--- src/sv/fhd_pkg.sv ---
// Shared types and constants for the frame header deframer.
// Depends on nothing; imported by every module of the block.
`timescale 1ns / 1ps

package fhd_pkg;

   // Header layout: byte 0 service, 1 detail, 2..3 crc, 4..5 seq, 6..7 ack, 8..11 length.
   localparam int unsigned HEADER_BYTES = 12;
   localparam int unsigned HDR_IDX_W    = $clog2(HEADER_BYTES);

   localparam int unsigned KIND_W    = 2;
   localparam int unsigned SERVICE_W = 2;
   localparam int unsigned LEN_W     = 32;

   // Result kinds.
   localparam logic [KIND_W-1:0] KIND_HEADER = 2'd0;
   localparam logic [KIND_W-1:0] KIND_BODY   = 2'd1;
   localparam logic [KIND_W-1:0] KIND_ERROR  = 2'd2;

   // Valid service codes.
   localparam logic [7:0] SVC_DATA    = 8'd1;
   localparam logic [7:0] SVC_COMMAND = 8'd2;
   localparam logic [7:0] SVC_ERROR   = 8'd3;
   localparam logic [SERVICE_W-1:0] SVC_NONE = 2'd0;

   typedef enum logic [1:0] {
      PH_HEADER = 2'd0,
      PH_BODY   = 2'd1,
      PH_STOP   = 2'd2
   } phase_type;

   typedef struct packed {
      logic                 has_result;
      logic [KIND_W-1:0]    kind;
      logic [SERVICE_W-1:0] service;
      logic [7:0]           detail;
      logic [15:0]          crc_field;
      logic [15:0]          seq_number;
      logic [15:0]          ack_number;
      logic [LEN_W-1:0]     frame_length;
      logic [7:0]           body_byte;
      logic                 last;
   } result_type;

endpackage

--- src/sv/frame_header_deframer.sv ---
// A result appears on rsp_valid in the cycle after its byte is accepted.
// Throughput: one byte per cycle; req_stall rises only while a result waits under rsp_stall.
// Reset (synchronous, active high) clears the frame phase, the byte and length counters
// and the output valid; the captured header bytes are not cleared, every one is
// rewritten before it is read.
`timescale 1ns / 1ps

// Top level of the deframer. Depends on fhd_pkg and fhd_core.
// Adds the valid/stall handshake and the result register around the parser.
module frame_header_deframer
   import fhd_pkg::*;
(
   input  logic                 clock,
   input  logic                 reset,

   input  logic                 req_valid,
   output logic                 req_stall,
   input  logic [7:0]           req_in_byte,

   output logic                 rsp_valid,
   input  logic                 rsp_stall,
   output logic [KIND_W-1:0]    rsp_kind,
   output logic [SERVICE_W-1:0] rsp_service,
   output logic [7:0]           rsp_detail,
   output logic [15:0]          rsp_crc_field,
   output logic [15:0]          rsp_seq_number,
   output logic [15:0]          rsp_ack_number,
   output logic [LEN_W-1:0]     rsp_frame_length,
   output logic [7:0]           rsp_body_byte,
   output logic                 rsp_last
);

   // The result register is free when it is empty or its item leaves this cycle.
   // Only then may a new byte enter, because that byte may produce a result.
   logic       out_free;
   logic       accept;
   result_type core_result;
   result_type rsp_ff, rsp_in;
   logic       rsp_valid_ff, rsp_valid_in;

   assign out_free  = !rsp_valid_ff || !rsp_stall;
   assign req_stall = !out_free;
   assign accept    = req_valid && out_free;

   // The parser owns the frame state; it moves only on an accepted item.
   fhd_core u_core (
      .clock   (clock),
      .reset   (reset),
      .advance (accept),
      .in_byte (req_in_byte),
      .result  (core_result)
   );

   // A held result stays put while stalled. A byte that yields no result
   // (header bytes before the last one, or bytes after an error) lets the
   // register drain to empty.
   always_comb begin
      rsp_in       = rsp_ff;
      rsp_valid_in = rsp_valid_ff && rsp_stall;
      if (accept && core_result.has_result) begin
         rsp_in       = core_result;
         rsp_valid_in = 1'b1;
      end
   end

   always_ff @(posedge clock) begin
      if (reset) begin
         rsp_valid_ff <= 1'b0;
      end else begin
         rsp_valid_ff <= rsp_valid_in;
      end
   end

   // Payload needs no reset; it is only looked at while rsp_valid is high.
   always_ff @(posedge clock) begin
      rsp_ff <= rsp_in;
   end

   assign rsp_valid        = rsp_valid_ff;
   assign rsp_kind         = rsp_ff.kind;
   assign rsp_service      = rsp_ff.service;
   assign rsp_detail       = rsp_ff.detail;
   assign rsp_crc_field    = rsp_ff.crc_field;
   assign rsp_seq_number   = rsp_ff.seq_number;
   assign rsp_ack_number   = rsp_ff.ack_number;
   assign rsp_frame_length = rsp_ff.frame_length;
   assign rsp_body_byte    = rsp_ff.body_byte;
   assign rsp_last         = rsp_ff.last;

endmodule

--- src/sv/fhd_core.sv ---
// Frame parsing state machine: header capture, length check and body pass-through.
// Depends on fhd_pkg. Produces at most one result for each byte it is handed.
`timescale 1ns / 1ps

module fhd_core
   import fhd_pkg::*;
(
   input  logic       clock,
   input  logic       reset,
   input  logic       advance,
   input  logic [7:0] in_byte,
   output result_type result
);

   phase_type        phase_ff, phase_in;
   logic [LEN_W-1:0] byte_count_ff, byte_count_in;
   logic [LEN_W-1:0] frame_total_ff, frame_total_in;
   logic [7:0]       header_store_ff [HEADER_BYTES];
   logic [7:0]       hdr_next [HEADER_BYTES];
   logic             wr_en;
   logic [HDR_IDX_W-1:0] wr_idx;
   logic [LEN_W-1:0] count_inc;
   logic [LEN_W-1:0] hdr_len;
   logic             svc_ok;
   logic             len_ok;

   assign wr_idx    = byte_count_ff[HDR_IDX_W-1:0];
   assign count_inc = byte_count_ff + LEN_W'(1);

   always_ff @(posedge clock) begin
      if (reset) begin
         phase_ff       <= PH_HEADER;
         byte_count_ff  <= '0;
         frame_total_ff <= '0;
      end else begin
         phase_ff       <= phase_in;
         byte_count_ff  <= byte_count_in;
         frame_total_ff <= frame_total_in;
      end
   end

   always_ff @(posedge clock) begin
      if (wr_en) begin
         header_store_ff[wr_idx] <= in_byte;
      end
   end

   always_comb begin
      hdr_next = header_store_ff;
      if (wr_en) begin
         hdr_next[wr_idx] = in_byte;
      end
   end

   assign hdr_len = {hdr_next[11], hdr_next[10], hdr_next[9], hdr_next[8]};
   assign svc_ok  = (hdr_next[0] == SVC_DATA) || (hdr_next[0] == SVC_COMMAND) ||
                    (hdr_next[0] == SVC_ERROR);
   assign len_ok  = hdr_len >= LEN_W'(HEADER_BYTES);

   always_comb begin
      phase_in       = phase_ff;
      byte_count_in  = byte_count_ff;
      frame_total_in = frame_total_ff;
      wr_en          = 1'b0;

      result.has_result   = 1'b0;
      result.kind         = KIND_HEADER;
      result.service      = svc_ok ? hdr_next[0][SERVICE_W-1:0] : SVC_NONE;
      result.detail       = hdr_next[1];
      result.crc_field    = {hdr_next[3], hdr_next[2]};
      result.seq_number   = {hdr_next[5], hdr_next[4]};
      result.ack_number   = {hdr_next[7], hdr_next[6]};
      result.frame_length = hdr_len;
      result.body_byte    = '0;
      result.last         = 1'b0;

      unique case (phase_ff)
         PH_HEADER: begin
            if (advance) begin
               wr_en         = 1'b1;
               byte_count_in = count_inc;
               if (count_inc == LEN_W'(HEADER_BYTES)) begin
                  result.has_result = 1'b1;
                  if (!svc_ok || !len_ok) begin
                     result.kind = KIND_ERROR;
                     result.last = 1'b1;
                     phase_in    = PH_STOP;
                  end else begin
                     frame_total_in = hdr_len;
                     if (hdr_len == LEN_W'(HEADER_BYTES)) begin
                        // Header-only frame: the next byte opens a new header.
                        result.last   = 1'b1;
                        byte_count_in = '0;
                     end else begin
                        phase_in = PH_BODY;
                     end
                  end
               end
            end
         end
         PH_BODY: begin
            if (advance) begin
               result.has_result = 1'b1;
               result.kind       = KIND_BODY;
               result.body_byte  = in_byte;
               byte_count_in     = count_inc;
               if (count_inc >= frame_total_ff) begin
                  result.last   = 1'b1;
                  phase_in      = PH_HEADER;
                  byte_count_in = '0;
               end
            end
         end
         default: begin
            // Stopped after a framing error: bytes are dropped until reset.
         end
      endcase
   end

endmodule

--- config.mk ---
export PLATFORM = sky130hd
export DESIGN_NAME = frame_header_deframer
export DESIGN_NICKNAME = d
export VERILOG_FILES = /design/src/sv/fhd_pkg.sv /design/src/sv/frame_header_deframer.sv /design/src/sv/fhd_core.sv
export SDC_FILE = /design/constraint.sdc
export NUM_CORES = 1
export LEC_CHECK = 0
export ABC_AREA = 1
export BUFFER_PORTS_ARGS = -buffer_cell sky130_fd_sc_hd__buf_2
export CAP_MARGIN = 10
export CELL_PAD_IN_SITES_DETAIL_PLACEMENT = 1
export CELL_PAD_IN_SITES_GLOBAL_PLACEMENT = 2
export CORE_AREA = 8 8 216 156
export CTS_CLUSTER_DIAMETER = 60
export CTS_CLUSTER_SIZE = 40
export DETAILED_ROUTE_END_ITERATION = 10
export DIE_AREA = 0 0 224 164
export PLACE_DENSITY_LB_ADDON = 0.1
export SYNTH_ARGS = -nofsm -noshare
export SYNTH_HDL_FRONTEND = slang
export SYNTH_SLANG_ARGS = --single-unit
--- constraint.sdc ---
create_clock -name clock -period 8.1 [get_ports clock]
set_input_delay 1.62 -clock clock [delete_from_list [all_inputs] [get_ports clock]]
set_output_delay 1.62 -clock clock [all_outputs]
set_load 0.1 [all_outputs]
* After elaboration in Yosys (flattened, before gate mapping)
Cells that the tools add are included.
Storage, ports and cells: register bits 264, output and inout bits 103, memories 0, latch bits 0, memory bits (read-only) 0, logic and storage cells 95, input bits 12, bits in writable memories 0
Cells by class: eq/ne operators 11, $mul 0, $lt $le $gt $ge 4, reduce and logical (&&, ||, !) cells 19, shift-type cells 0, $add $sub $neg 1, div/mod/pow operators 0, muxes and demuxes 33, bitwise gates (word level) 2
Operator list (number):
- 32-bit 2-to-1 mux | 6
- 96-bit bitwise mux | 1
- 96-bit 2-to-1 mux | 1
- 32-bit by 4-bit == test with 1-bit output (second input constant) | 2
- 32-bit one-hot mux with 2 select lines | 1
- 32-bit by 1-bit adder with 32-bit output (second input constant) | 1
- 8-bit demux with 4-bit select | 1
- 32-bit greater-or-equal comparator | 1
- 32-bit by 4-bit greater-or-equal comparator with 1-bit output (second input constant) | 1
- 8-bit by 2-bit == test with 1-bit output (second input constant) | 2
- 2-bit 2-to-1 mux | 7
- 1-bit 2-to-1 mux | 9
- 3-bit 2-to-1 mux | 3
- 8-bit by 1-bit == test with 1-bit output (second input constant) | 1
- 8-bit 2-to-1 mux | 1
- 3-bit one-hot mux with 2 select lines | 1
- 6-bit AND reduction | 1
- 5-bit greater-or-equal comparator (second input constant) | 1
- 1-bit zero test | 5
- 5-bit by 1-bit less-than comparator with 1-bit output (second input constant) | 1
- 4-bit NOT with 5-bit output | 1
- 1-bit logical AND | 4
- 1-bit logical OR | 4
- 2-bit by 1-bit != test with 1-bit output (second input constant) | 2
- other kinds (11) | 12

* Depth between registers and ports, before layout
depth after elaboration 18, gate-level depth with buffers 22, gate-level depth less buffers 21

* Modules after synthesis
A second synthesis with hierarchy kept.
Second synthesis, totals: cells, all modules 1450, area, all modules 11947.7 sq um
By module, submodules not included:
- fhd_core | cells each 1338, seq. area each 3243.1 sq um, instances 1, area an instance 8849.7 sq um
- frame_header_deframer | cells each 112, seq. area each 3052.9 sq um, instances 1, area an instance 3098.0 sq um

* Least setup slack after synthesis
OpenSTA, ideal clock, no wires.
path kind input-to-reg, start point input rsp_stall, end point register u_core.phase_ff[0], arrival time 4.778 ns, stages on the path 8, setup time 0.118 ns, path buffers 0, required time 7.982 ns, setup slack 3.204 ns, cells stage by stage nand2_1 -> nand3_1 -> inv_1 -> nand3_1 -> nand2_1 -> nand4_1 -> nand2_1 -> nor2_1
Between the ends: word-level cells in the longest chain between the ends 15, elaborated cells on any way between the ends 24, those cells by class 1 x order compare; 7 x eq/ne; 7 x mux; 9 x reduce/logical
RTL lines:
- from (decl) | line frame_header_deframer.sv:21 | input logic rsp_stall,
- 1-bit zero test * | line frame_header_deframer.sv:41 | assign out_free = !rsp_valid_ff || !rsp_stall;
- 1-bit logical OR * | line frame_header_deframer.sv:41
- 1-bit logical AND * | line frame_header_deframer.sv:43 | assign accept = req_valid && out_free;
- branches (longest 12 deep; another with 32-bit by 4-bit greater-or-equal comparator with 1-bit output)
- to (signal assigned) | line fhd_core.sv:36 | phase_ff <= phase_in;
- to (decl) | line fhd_core.sv:15 | phase_type phase_ff, phase_in;
Mark *: on every way between the ends. The select of a mux whose other input is x is not followed. A chain may end at the register's enable or synchronous reset.

==> impl_metrics.ini <==
[finish]
layout_common_cells = 362 x nand2_1, 169 x inv_1, 163 x dfxtp_1
final_common_cell = nand2_1
fin_nets = 1511
multi_input_area_mm2 = 0.00421
regArea_mm2 = 0.00630
diodes = 0
syn_to_final_growth_pct = 15.3
final_cells = 1897
num-fill-cells = 3611
drive_above_1_share_pct = 13.5
post-route-util_pct = 43.1

[job]
max_cap_violations = 0

[drt]
drt-vias-per-instance = 4.80
drcViolationCount = 0
vias = 9097
dr.pass1.iters = 4
ant_nets = 0
drt-initial-drc-count = 480
wirelength_um = 35100
wl_per_cell_um = 18.5

[synth]
ys_warn_count = 0
yosysSeqAreaShare_pct = 55.3
ys_seq_elements = 264
synth_fp_nets = 1410
synth_cells = 1361
synth_area_per_cell_um2 = 8.37
ys_types = 33
syn_area_mm2 = 0.0114

[worst_setup_path]
worst_setup_path_end_kind = flop
critPathMaxFanout = 52
r2r_slack_ps = 3780
critical_path_arrival_ps = 4970
criticalPathCategory = input pin to flop
timing.rr.start = u_core.byte_count_ff[0]
start_kind = input pin
worstPathRequired_ps = 8570
r2r-end = rsp_frame_length[9]
r2r_cells = 14

[clocking]
clk-insertion-delay-late_ps = 540
cts_root_buf = clkbuf_16
cts.hold.buffers_added = 0
clkSinkCount = 264
clkSlewWorstSetupHoldPaths_ps = 100
cts_resized = 0
cts_setup_buffers = 0
cts_made_buffers = 21
clockBufferDepth = 3
cts_tree = yes
cts_max_level = 1

[die]
core_mm2 = 0.0305
rows = 54
die_w_um = 224
io_pins = 115
start_util_pct = 37.4
die_y_um = 164
die_area_mm2 = 0.0367

[sta]
clock_skew_ps = 23.9
finalSetupViolations = 0
slew_violations = 0
rsz0062_at_grt = no
finalSetupTns_ps = 0
fin_crit_ps = 4500
max_freq_ghz = 0.222
hold_violations = 0
layout_setup_ws_ps = 3600
finalCritPeriodShare_pct = 55.6
tightest_slew_ps = 1070
slew_headroom_pct = 28.3

[min_path]
holdCritPathClass = flop to flop
holdPathStages = 2
holdCritStartpoint = u_core.frame_total_ff[13]
whs_endpoint = u_core.frame_total_ff[13]

[global_routing]
grt_usage_pct = 19.0
gr-total-overflow = 0
grt_max_degree = 62
grt_pass1_wl_um = 54100
antenna_found_initial = 0
grt_pass1_vias = 8991

[placed_design]
port_buffers = 114
dp_cells = 1858
dp_hpwl_um = 26700
pre_cts_ws_ps = 3010
gp_congestion = 0.812

[pwr]
leakage_nw = 5.48
vdd.ir_drop.worst_mv = 0.141
power.density_mw_per_mm2 = 207

[run_status]
status = completed
[cells in the mapped netlist (all sizes together)]
master,count,share of area (%)
nand2,373,13
inv,179,5.9
dfxtp,163,29
nor2,151,5.9
o21ai,124,5.4
edfxtp,101,27
nand3,93,4.2
a21oi,66,2.9
ha,37,4.1
clkbuf,21,0.69
buf,19,1.2
nand4,11,0.60
nor3,7,0.31
clkinv,4,0.13
nand3b,3,0.20
o21bai,2,0.13
xor2,2,0.15
a21o,1,0.066
a41oi,1,0.077
and2,1,0.055
o211ai,1,0.066
o21a,1,0.066
[routing by layer]
metal / GRT usage, % / routed length (µm) / vias up
met5: 0 / 0 / -
met4: 2.93 / 478 / 0
met3: 2.71 / 1200 / 33
met2: 28.7 / 14800 / 117
met1: 28.8 / 18600 / 4353
li1: - / - / 4594
[worst max-delay path by stage]
stage	startpoint	to	slack, ps
5_1_grt	rsp_stall	u_core.frame_total_ff[16]	3100
6_report	rsp_stall	u_core.frame_total_ff[3]	3600
4_1_cts	u_core.byte_count_ff[0]	u_core.byte_count_ff[3]	3490
2_1_floorplan	rsp_stall	u_core.phase_ff[0]	3200
3_3_place_gp	rsp_stall	u_core.frame_total_ff[5]	3120
3_5_place_dp	rsp_stall	u_core.frame_total_ff[7]	3010
[report_power, final]
group          internal, mW  switching [mW]
Sequential             1.43          0.0146
Clock                 0.550           0.615
Combinational        0.0322          0.0841
[critical path: stages]
cell and delay (ps):
buf_2 90, nand2_1 110, nand2_1 120, nor2_4 560
nand3_2 430, nand2_1 140, o21ai_0 110, nor2_1 130
nand2_1 100, nor2_4 190, nand2_2 90, inv_2 90
nand3_4 450, inv_2 460, o21ai_0 130, nor2_1 130
[final cells by class]
cell class                 count  share of cell area, %
clock buffer                  22                   4.03
inverter                     183                   5.23
clock inverter                16                   2.15
timing repair buffer         118                   4.63
sequential                   264                   47.9
tap                          420                   4.00
multi-input combinational    874                   32.0
[sequential cells by signal (all words and copies together), names as in the netlist, 8 cells and up]
| name | cells |
|---|---|
| rsp_detail | 8 |
| rsp_frame_length | 32 |
| u_core.header_store_ff | 96 |
| rsp_crc_field | 16 |
| rsp_seq_number | 16 |
| rsp_ack_number | 16 |
| u_core.byte_count_ff | 32 |
| u_core.frame_total_ff | 32 |
| rsp_body_byte | 8 |
[through the flow]
stage,area (µm²),hold WS [ps],total power [mW]
floorplan,11400,431,1.55
global placement,12300,443,1.58
finish,13100,468,2.72
CTS,13100,477,2.76
detailed placement,12300,455,1.59
global route,13100,501,2.83
[logic make-up (layout without fill, tap and decap cells)]
family	after synthesis	count (layout)	synth area share, %
AND/OR/NAND/NOR	639	639	23.9
flip-flops	264	264	55.3
buffers and inverters	223	339	7.88
AO/OA/AOI/OAI	196	196	8.75
adder cells (fa/ha/maj)	37	37	4.06
XOR/XNOR	2	2	0.154
Power figures use the tool's default switching activity.
